$ cat config.mk
export PLATFORM = sky130hd
export DESIGN_NAME = hbs_divider
export DESIGN_NICKNAME = d
export VERILOG_FILES = /design/src/rtl/core/hbs_divider.sv
export SDC_FILE = /design/constraint.sdc
export NUM_CORES = 1
export LEC_CHECK = 0
export BUFFER_PORTS_ARGS = -buffer_cell sky130_fd_sc_hd__buf_2
export CAP_MARGIN = 20
export CORE_MARGIN = 10
export CORE_UTILIZATION = 43
export DETAILED_ROUTE_END_ITERATION = 10
export PLACE_DENSITY = 0.68
export SLEW_MARGIN = 20
export SYNTH_ARGS = -nofsm -noshare
export SYNTH_HDL_FRONTEND = slang
export SYNTH_SLANG_ARGS = --single-unit
$ cat constraint.sdc
create_clock -name clk -period 6.2 [get_ports clk]
set_clock_uncertainty 0.1 [all_clocks]
set_input_delay 0.62 -clock clk [delete_from_list [all_inputs] [get_ports clk]]
set_output_delay 0.62 -clock clk [all_outputs]
set_load 0.05 [all_outputs]
$ cat src/rtl/core/hbs_divider.sv
// ----------------------------------------------------------------------------
// hbs_divider
// Restoring divider, one quotient bit per cycle. The upper DW bits of the
// dividend must be below the divisor.
// ----------------------------------------------------------------------------
module hbs_divider #(
  parameter int QW = 24,
  parameter int DW = 32
) (
  input  logic             clk,
  input  logic             rst,
  input  logic             start,
  input  logic [QW+DW-1:0] numer,
  input  logic [DW-1:0]    divisor,
  output logic             done,
  output logic [QW-1:0]    quot
);

  localparam int CW = $clog2(QW);

  logic          busy;
  logic [CW-1:0] cnt;
  logic [DW-1:0] rem;
  logic [DW-1:0] dvs;
  logic [QW-1:0] lo;
  logic [DW:0]   trial;
  logic          ge;

  assign trial = {rem, lo[QW-1]};
  assign ge    = trial >= {1'b0, dvs};
  assign quot  = lo;

  always_ff @(posedge clk) begin
    if (rst) begin
      busy <= 1'b0;
      done <= 1'b0;
    end else begin
      done <= 1'b0;
      if (start) begin
        rem  <= numer[QW+DW-1:QW];
        lo   <= numer[QW-1:0];
        dvs  <= divisor;
        cnt  <= CW'(QW - 1);
        busy <= 1'b1;
      end else if (busy) begin
        rem <= ge ? DW'(trial - {1'b0, dvs}) : trial[DW-1:0];
        lo  <= {lo[QW-2:0], ge};
        cnt <= cnt - CW'(1);
        if (cnt == '0) begin
          busy <= 1'b0;
          done <= 1'b1;
        end
      end
    end
  end

endmodule

==> out/metrics.yaml <==
outcome: "finished, final reports clean"
clk_latency_ns: 0.36
syn_inst: 523
clk_pin_slew_ns: 0.07
critical_path_class: "flop to flop"
ys_seq_elements: 95
dp_slack_ns: 2.52
ys.flop_type: "edfxtp_1"
grt_pass1_wl_um: 22900
cts_made_buffers: 9
overflow: 0
tritoncts: "built"
synth.distinct_cells: 55
gp_congestion: 0.886
r2r_cells: 9
required_ns: 6.21
first_pass_iters: 4
ctsHoldBuffers: 0
cts_setup_buffers: 0
fin_crit_ns: 3.67
worstHoldStart: "divisor[19]"
track_usage: 0.156
die_width_um: 136
cp_max_fo: 36
worstPathArrival_ns: 3.68
cap_violations: 0
timing.rr.start: "rem[0]"
cts.sinks: 95
dpl.hpwl_um: 10600
synthDominantCellAreaShare: 0.485
r2r_slack_ns: 2.53
wl_per_cell_um: 17.1
cp-end-kind: "flop"
powerDensity_mw_per_mm2: 288
clk_root_buffer_cell: "clkbuf_16"
fin_ws_ns: 2.53
cts_resized: 0
relSlewSlack: 0.405
yosysSeqAreaShare: 0.492
post-route-util: 0.518
viasPerCell: 5.38
slew_violations: 0
drt-initial-drc-count: 159
finalSetupTns_ns: 0
num_rows: 42
die_area_mm2: 0.0184
synth_top_area_cell: "edfxtp_1"
post-route-period-util: 0.591
r2r-end: "rem[29]"
grt_max_degree: 51
p_leak_nw: 2.95
top_level_ports: 116
min_path_type: "input pin to flop"
finalSetupViolations: 0
first_global_vias: 4686
max_freq_ghz: 0.273
fillers: 1161
ys_top_cells_by_area: "edfxtp_1, ha_1, mux2_2"
io_buffer_count: 115
hold_viol_final: 0
syn_area_per_cell_um2: 11.0
synth_edf_count: 93
yosys_warnings: 0
worst_pin_slew_ns: 0.892
vias: 4381
yosysMostFrequentCell: "edfxtp_1"
vdd_drop_max_mv: 0.160
wirelength_um: 13900
drive_gt1_frac: 0.270
startpoint: "rem[0]"
drtAntennaViolNets: 0
fp.dieH_um: 136
clockBufferDepth: 2
syn_area_mm2: 0.00576
hold_end: "dvs[19]"
synthesis.nets: 648
critical_path.startpoint_type: "flop"
initial_utilization: 0.437
htree_levels: 3
layout-area-overhead-vs-synth_pct: 18.6
async_flop_share: 0
nets: 758
core_region_area_mm2: 0.0132
ys_top_cells_by_count: "edfxtp_1, a21oi_1, inv_1, nor2_1"
route.detailed.drc: 0
antenna_found_initial: 2
rsz0062_at_grt: "false"
whs_path_depth: 1
## cell usage in the layout, fill, tap and decap left out, types with 6 or more instances in the layout
cell       instances
nand2_1           33
a21o_1            17
xor2_1             9
mux2i_1           22
xnor2_1           16
clkbuf_16          9
nor2_1            39
and3_1            12
a31oi_1            8
a21oi_1           45
inv_1             43
ha_1              33
edfxtp_1          93
o21a_1             8
buf_2            115
nor3_1             6
o21ai_0           18
mux2_2            27
nand3_1            6
## stage by stage
step | instances | area [µm²] | hold slack [ns] | total power, mW
final | 815 | 6840 | 0.334 | 1.97
after global routing | 814 | 6830 | 0.327 | 2.07
after CTS | 814 | 6830 | 0.323 | 1.98
after detailed placement | 798 | 6510 | 0.381 | 1.37
after global placement | 798 | 6510 | 0.368 | 1.36
after floorplan | 523 | 5760 | 0.354 | 1.24
## logic make-up after synthesis
kind of cell    after synthesis  synth area share
compound gates              141             0.166
simple gates                116            0.0949
flops                        95             0.492
buf+inv                      63            0.0436
mux                          49            0.0910
fa+ha+maj                    34            0.0751
xor+xnor                     25            0.0380
## how the worst max path moves through the flow
| stage | endpoint | cells past startpoint |
|---|---|---|
| CTS | rem[29] | 9 |
| global route | rem[29] | 9 |
| finish | rem[29] | 9 |
| detailed placement | rem[26] | 9 |
| global placement | rem[29] | 9 |
| floorplan | cnt[0] | 4 |
## area by class of cell
class | instances | area (µm²) | area share
clock buffers | 11 | 243 | 0.0355
repair buffers | 119 | 606 | 0.0886
clock inverters | 5 | 82.6 | 0.0121
diodes | 1 | 2.50 | 0.000366
flip-flops and latches | 95 | 2830 | 0.414
multi-input cells | 365 | 2690 | 0.393
well taps | 176 | 220 | 0.0322
inverters | 43 | 161 | 0.0236
## metal layers
layer | global-route usage | vias up | share of wire
met2 | 0.250 | 122 | 0.46
met1 | 0.183 | 2062 | 0.44
met4 | 0.0712 | 2 | 0.023
met3 | 0.0568 | 22 | 0.076
met5 | 0 | - | 0.00093
li1 | - | 2173 | -
## flip-flops by register name, indices dropped and copies added (netlist names)
register	count
cnt	5
quot	24
rem	32
done	1
dvs	32
busy	1
## power breakdown
group	internal [mW]	total (mW)	switching, mW	leakage (nW)
Sequential	0.775	0.798	0.0234	0.892
Combinational	0.231	0.556	0.326	1.90
Clock	0.365	0.611	0.246	0.160
Total	1.37	1.97	0.595	2.95
## critical path, cell delays in order, from the launching register on
cell       delay [ns]
edfxtp_1         0.44
ha_1             0.34
nor2b_1          0.15
o31ai_1          0.39
a21oi_1          0.21
a211oi_2         0.45
o2111ai_4        0.24
nand2_4          0.47
nor2_1           0.25
a221o_1          0.36
No activity file was read; power rests on OpenSTA's default activity.
