--- config.mk ---
export PLATFORM = sky130hd
export DESIGN_NAME = hbs_sqrt
export DESIGN_NICKNAME = d
export VERILOG_FILES = /design/src/rtl/core/hbs_sqrt.sv
export SDC_FILE = /design/constraint.sdc
export NUM_CORES = 1
export LEC_CHECK = 0
export BUFFER_PORTS_ARGS = -buffer_cell sky130_fd_sc_hd__clkbuf_2
export CAP_MARGIN = 10
export CORE_MARGIN = 5
export CORE_UTILIZATION = 45
export DETAILED_ROUTE_END_ITERATION = 6
export GPL_TIMING_DRIVEN = 0
export PLACE_DENSITY = 0.67
export SETUP_SLACK_MARGIN = 0.3
export SLEW_MARGIN = 40
export SYNTH_ARGS = -nofsm -noshare
export SYNTH_HDL_FRONTEND = slang
export SYNTH_SLANG_ARGS = --single-unit
--- constraint.sdc ---
create_clock -name clk -period 9.1 [get_ports clk]
set_clock_uncertainty 0.05 [all_clocks]
set_input_delay 1.365 -clock clk [delete_from_list [all_inputs] [get_ports clk]]
set_output_delay 1.365 -clock clk [all_outputs]
set_load 0.05 [all_outputs]
--- src/rtl/core/hbs_sqrt.sv ---
// ----------------------------------------------------------------------------
// hbs_sqrt
// Floor square root of a 64-bit value, one root bit per cycle.
// ----------------------------------------------------------------------------
module hbs_sqrt (
  input  logic        clk,
  input  logic        rst,
  input  logic        start,
  input  logic [63:0] radicand,
  output logic        done,
  output logic [31:0] root
);

  logic        busy;
  logic [4:0]  cnt;
  logic [63:0] rad;
  logic [34:0] rem;
  logic [34:0] trial;
  logic [34:0] tsub;
  logic        ge;

  assign trial = {rem[32:0], rad[63:62]};
  assign tsub  = {1'b0, root, 2'b01};
  assign ge    = trial >= tsub;

  always_ff @(posedge clk) begin
    if (rst) begin
      busy <= 1'b0;
      done <= 1'b0;
    end else begin
      done <= 1'b0;
      if (start) begin
        rad  <= radicand;
        rem  <= '0;
        root <= '0;
        cnt  <= 5'd31;
        busy <= 1'b1;
      end else if (busy) begin
        rad  <= {rad[61:0], 2'b00};
        rem  <= ge ? trial - tsub : trial;
        root <= {root[30:0], ge};
        cnt  <= cnt - 5'd1;
        if (cnt == 5'd0) begin
          busy <= 1'b0;
          done <= 1'b1;
        end
      end
    end
  end

endmodule

==> results of run 1 <==
==> logic make-up after synthesis <==
group                      Yosys count
DFF                                136
and+or+nand+nor                    190
buffers and inverters               65
AOI/OAI and AO/OA                  131
adders and majority gates           36
muxes                               63
xor gates and xnor gates            24
==> cell usage after synthesis (all sizes together), types with 2 or more instances <==
cell type / count / area [um^2]
o31ai: 4 / 30.0
o21bai: 2 / 15.0
nand3b: 2 / 15.0
a211oi: 10 / 85.1
nand2b: 6 / 37.5
a21o: 6 / 45.0
nor3: 9 / 45.0
inv: 41 / 154
mux2: 62 / 698
and2: 8 / 52.6
nor2: 59 / 221
o41ai: 2 / 32.5
xnor2: 17 / 149
a31oi: 2 / 12.5
o211ai: 6 / 63.8
a21oi: 61 / 320
nand3: 16 / 80.1
clkbuf: 13 / 51.3
buf: 11 / 62.6
nand4: 4 / 25.0
dfxtp: 2 / 40.0
or2: 3 / 18.8
nor2b: 2 / 12.5
o21ai: 24 / 128
nand2: 68 / 258
and3: 8 / 50.1
xor2: 7 / 61.3
ha: 36 / 450
edfxtp: 134 / 4020
==> layer usage <==
metal	GRT usage, %	vias up
met4	5.72	0
met2	28.6	170
met3	6.38	26
met5	0	-
met1	21.1	2537
li1	-	2602
==> report_power, final <==
| part | switching [mW] | leakage [nW] | internal (mW) |
|---|---|---|---|
| Clock | 0.267 | 0.281 | 0.429 |
| Sequential | 0.0188 | 1.31 | 0.751 |
| Combinational | 0.239 | 1.98 | 0.158 |
| Total | 0.525 | 3.57 | 1.34 |
==> placed cells by master, fill, tap and decap left out, drive strengths merged, types with 2 or more instances in the layout <==
| master | instances |
|---|---|
| a21o | 6 |
| a211oi | 10 |
| xnor2 | 17 |
| and3 | 8 |
| nand3b | 2 |
| nor2 | 59 |
| mux2 | 62 |
| o31ai | 4 |
| clkinvlp | 3 |
| ha | 36 |
| a21oi | 61 |
| buf | 18 |
| o21bai | 2 |
| clkinv | 6 |
| xor2 | 7 |
| dfxtp | 2 |
| or2 | 3 |
| nand2b | 6 |
| o21ai | 24 |
| nand4 | 4 |
| inv | 42 |
| nand3 | 16 |
| bufinv | 3 |
| nor2b | 2 |
| nand2 | 68 |
| clkbuf | 130 |
| o211ai | 6 |
| a31oi | 2 |
| o41ai | 2 |
| and2 | 8 |
| nor3 | 9 |
| edfxtp | 134 |
==> worst max-delay path: stages <==
cell      delay [ns]
clkbuf_1        0.26
clkbuf_1        0.47
nor2_1          0.16
nor2_4          0.43
buf_16          0.23
buf_16          0.17
buf_8           0.20
==> cell type report <==
class                   instances  area, um^2  area share (%)
multi-input cells             444        3120            34.9
clock buffers                  19         433            4.83
inverters                      41         154            1.72
well taps                     220         275            3.07
flip-flops and latches        136        4060            45.3
repair buffers                105         646            7.20
clock inverters                13         154            1.72
plain buffers                  24         114            1.27
==> path summary, 6_finish.rpt <==
kind | startpoint | to | slack [ns]
worst max-delay path | start | rad[8]$_DFFE_PP_ | 5.85
worst min-delay path | busy$_SDFF_PP0_ | done$_SDFF_PP0_ | 0.43
worst max register to register | root[22]$_SDFFCE_PP0P_ | rem[2]$_SDFFCE_PP0P_ | 5.92
worst min register to register | busy$_SDFF_PP0_ | done$_SDFF_PP0_ | 0.43
==> metrics by stage <==
step,TNS (ns),utilization [%],std cells
finish,0,54.6,1002
global route,0,54.6,1002
CTS,0,54.6,1002
detailed placement,0,51.1,970
global placement,-224.21,50.1,963
floorplan,0,-,645
==> state kept, by name (all words and copies together), names as in the netlist <==
| name | flops |
|---|---|
| root | 32 |
| done | 1 |
| busy | 1 |
| rem | 33 |
| rad | 64 |
| cnt | 5 |
==> flow_summary.json, run 1 <==
{
  "drc_errors": 0,
  "worst_ep_arrival_time_ns": 3.31,
  "cp_data_required_time_ns": 9.16,
  "io-pin-count": 100,
  "hold_depth": 1,
  "crit_type": "input pin to flop",
  "synthCells": 645,
  "totalWireLength_mm": 16.4,
  "hold_buffers": 0,
  "dr.pass1.iters": 5,
  "cts_resized": 0,
  "cts-htree-levels": 4,
  "synth_area_um2": 7450,
  "die_w_um": 139,
  "viasPerCell": 5.32,
  "hold_viol_final": 0,
  "max_slew.worst_pin.slew_ns": 0.692,
  "fmax_ghz": 0.308,
  "post_cts_buffers": 0,
  "top_layer": "met4",
  "syn-num-nets": 748,
  "synth_compound_gate_area_share_pct": 12.0,
  "ys_warn_count": 0,
  "fin_nets": 872,
  "muxShareOfSynthArea_pct": 9.51,
  "drtAntennaViolNets": 0,
  "via_count": 5335,
  "synth_xor_xnor_area_share_pct": 2.82,
  "syn2layout_area_growth_pct": 20.3,
  "hpwl_mm": 12.0,
  "cts_tree": "built",
  "setup_violations": 0,
  "synth-main-ff-cell": "edfxtp_1",
  "drt_iter0_drc": 340,
  "dr_wl_met3_mm": 1.35,
  "globalplace.congestion": 0.885,
  "max-vdd-ir-drop_uv": 139,
  "initial_core_util_pct": 45.4,
  "coreArea_um2": 16400,
  "io_buffer_count": 98,
  "grt_max_degree": 23,
  "drv_cap": 0,
  "place_area_um2": 8380,
  "dp_slack_ns": 5.37,
  "fin_crit_sh_pct": 35.7,
  "min_path_type": "flop to flop",
  "p_leak_nw": 3.57,
  "min_period_ns": 3.25,
  "finalInstanceArea_um2": 8960,
  "maxSlewHeadroom_pct": 53.9,
  "yosysSeqAreaShare_pct": 54.6,
  "slew_violations": 0,
  "total_power_mw": 1.86,
  "crit_path_start_kind": "input pin",
  "dr_wl_met2_mm": 7.78,
  "clock_path_buffers": 2,
  "whs_ns": 0.431,
  "synthSimpleGateAreaFrac_pct": 11.5,
  "grt_pass1_vias": 5492,
  "wl_met1_mm": 6.96,
  "crit_path_end_kind": "flop",
  "fillers": 1443,
  "num_antenna_cells": 0,
  "path_clk_slew_ns": 0.06,
  "post_route_cells_drive_above_1_share_pct": 28.5,
  "fin_ws_ns": 5.85,
  "critPathMaxFanout": 22,
  "rows": 47,
  "grt_pass1_wl_mm": 27.1,
  "grt-ovfl-total": 0,
  "ys_ff_latch": 136,
  "track_usage_pct": 17.3,
  "syn_avg_cell_area_um2": 11.5,
  "antenna_found_initial": 0,
  "ys_types": 61,
  "synth_top_family_by_area": "compound AO/OA/AOI/OAI gates",
  "dieArea_um2": 19200,
  "synth_edf_count": 134,
  "synth-adder-area-share_pct": 6.05,
  "wl_per_cell_um": 16.4,
  "powerDensity_nw_per_um2": 208,
  "synthArstFlopShare_pct": 0,
  "status": "completed",
  "cts_sinks": 136,
  "numCtsBuffers": 17,
  "root_buffer": "clkbuf_16",
  "rr_worst_depth": 11,
  "die_h_um": 139,
  "rsz0062_at_grt": "false",
  "clk_latency_ns": 0.42
}
No activity file was read; power rests on OpenSTA's default activity.
==> inputs of run 2 (changes only) <==
- clock period: 9.1 -> 3.2 ns (I/O delays scaled with it)
==> run 2 against run 1 <==
  * Die area is the same
  * Wire length rose by 7.1%
  * Power rose to 3.0 times the previous value
  * Non-clock buffer count grew 24
  * Cell count up 2.5%
  * Count of clock-buffer cells in the layout decreased by 2
  * Clock power rose to 2.8 times the previous value
  * Critical path type is now flop to flop
==> flow_summary.json, run 2 (synthesis gave the netlist of run 1 again) <==
{
  "path_clk_slew_ns": 0.06,
  "grt_pass1_wl_mm": 27.9,
  "crit_type": "flop to flop",
  "rsz0062_at_grt": "true",
  "cts-htree-levels": 4,
  "io_buffer_count": 98,
  "slew_violations": 0,
  "wl_per_cell_um": 17.1,
  "clk_latency_ns": 0.42,
  "hpwl_mm": 12.1,
  "globalplace.congestion": 0.896,
  "stdcell_count": 1027,
  "max-vdd-ir-drop_uv": 401,
  "track_usage_pct": 17.8,
  "hold_start": "rst",
  "fin_nets": 897,
  "crit_chain": "inv_2 > ha_4 > a21oi_4 > o21ai_2 > o41ai_2 > o211ai_1 > a2111oi_4 > and2_4 > buf_4 > nand2_1 > a21oi_1",
  "drt_iter0_drc": 415,
  "min_period_ns": 2.93,
  "maxSlewHeadroom_pct": 41.3,
  "cp_num_buf_inv": 2,
  "finalSetupTns_ns": 0,
  "clock_path_buffers": 2,
  "crit_path_start_kind": "flop",
  "final_util_pct": 58.8,
  "r2r-start": "root[22]$_SDFFCE_PP0P_",
  "total_power_mw": 5.54,
  "largest_register_ff_count": 64,
  "crit_path_end_kind": "flop",
  "cts_tree": "built",
  "dieArea_um2": 19200,
  "initial_core_util_pct": 45.4,
  "fin_ws_ns": 0.270,
  "grt-ovfl-total": 0,
  "io-pin-count": 100,
  "place_area_um2": 8460,
  "hold_buffers": 0,
  "grt_max_degree": 22,
  "place_inst": 971,
  "dr.pass1.iters": 5,
  "via_count": 5511,
  "coreArea_um2": 16400,
  "rows": 47,
  "cp-startpoint": "root[22]$_SDFFCE_PP0P_",
  "min_path_type": "input pin to flop",
  "p_leak_nw": 3.79,
  "numCtsBuffers": 17,
  "antenna_found_initial": 0,
  "status": "completed",
  "syn2layout_area_growth_pct": 29.6,
  "grt_pass1_vias": 5663,
  "die_h_um": 139,
  "hold_viol_final": 0,
  "largestRegisters": "rad (64), rem (33), root (32)",
  "drv_cap": 0,
  "critPathMaxFanout": 10,
  "slowest_stage": "edfxtp_1",
  "final_cell_mix": "134 x edfxtp_1, 99 x clkbuf_2, 62 x mux2_2",
  "slowest_delay_ns": 0.41,
  "final_common_cell": "edfxtp_1",
  "powerDensity_nw_per_um2": 574,
  "cp_top_family": "compound AO/OA/AOI/OAI gates",
  "totalWireLength_mm": 17.5,
  "fmax_ghz": 0.341,
  "regMostFlops": "rad",
  "finalInstanceArea_um2": 9650,
  "drtAntennaViolNets": 0,
  "post_route_cells_drive_above_1_share_pct": 38.3,
  "drc_errors": 0,
  "die_w_um": 139,
  "setup_violations": 0,
  "fin_crit_sh_pct": 91.6,
  "dp_slack_ns": 0.126,
  "cp_data_required_time_ns": 3.38,
  "worst_ep_arrival_time_ns": 3.11,
  "root_buffer": "clkbuf_16",
  "max_slew.worst_pin.slew_ns": 0.881,
  "num_antenna_cells": 0,
  "viasPerCell": 5.37,
  "cts_sinks": 136,
  "whs_ns": 0.224
}
-- run 2: worst paths after layout --
path,end,slack [ns],depth (start not counted)
setup / recovery,rem[23]$_SDFFCE_PP0P_,0.27,11
hold / removal,done$_SDFF_PP0_,0.22,2
setup reg to reg,rem[23]$_SDFFCE_PP0P_,0.27,11
hold reg to reg,done$_SDFF_PP0_,0.46,1
-- run 2: layout make-up --
| class | instances | area [um^2] |
|---|---|---|
| fillers | 1384 | 6750 |
| plain buffers | 24 | 191 |
| flip-flops and latches | 136 | 4060 |
| clock buffers | 17 | 425 |
| multi-input cells | 445 | 3450 |
| clock inverters | 15 | 151 |
| repair buffers | 129 | 945 |
| well taps | 220 | 275 |
| inverters | 41 | 154 |
-- run 2: power by group --
group / internal [mW] / switching, mW / total (mW) / leakage, nW
combinational: 0.623 / 0.786 / 1.41 / 2.21
sequential: 2.13 / 0.0618 / 2.20 / 1.31
clock: 1.15 / 0.784 / 1.93 / 0.276
-- run 2: timing repair --
action	in CTS	in global routing
endpoints found under the hold margin	0	0
resized for setup	58	28
gates cloned	1	3
setup buffers	9	11
pin swaps	20	16
endpoints found under the setup margin	33	34
-- run 2: layer usage --
metal	track usage, %	wire length, um	vias up
met5	0	0	-
met4	6.28	373	0
met3	6.31	1490	34
met2	29.5	8500	190
met1	21.7	7180	2619
li1	-	-	2668
-- run 2: worst reg2reg max path, delay by kind of cell (launching register included) --
family / cells / cell delay [ns]
AO/OA/AOI/OAI: 6 / 1.38
flip-flops: 1 / 0.41
AND/OR/NAND/NOR: 2 / 0.35
buffers and inverters: 2 / 0.34
adder cells (fa/ha/maj): 1 / 0.22
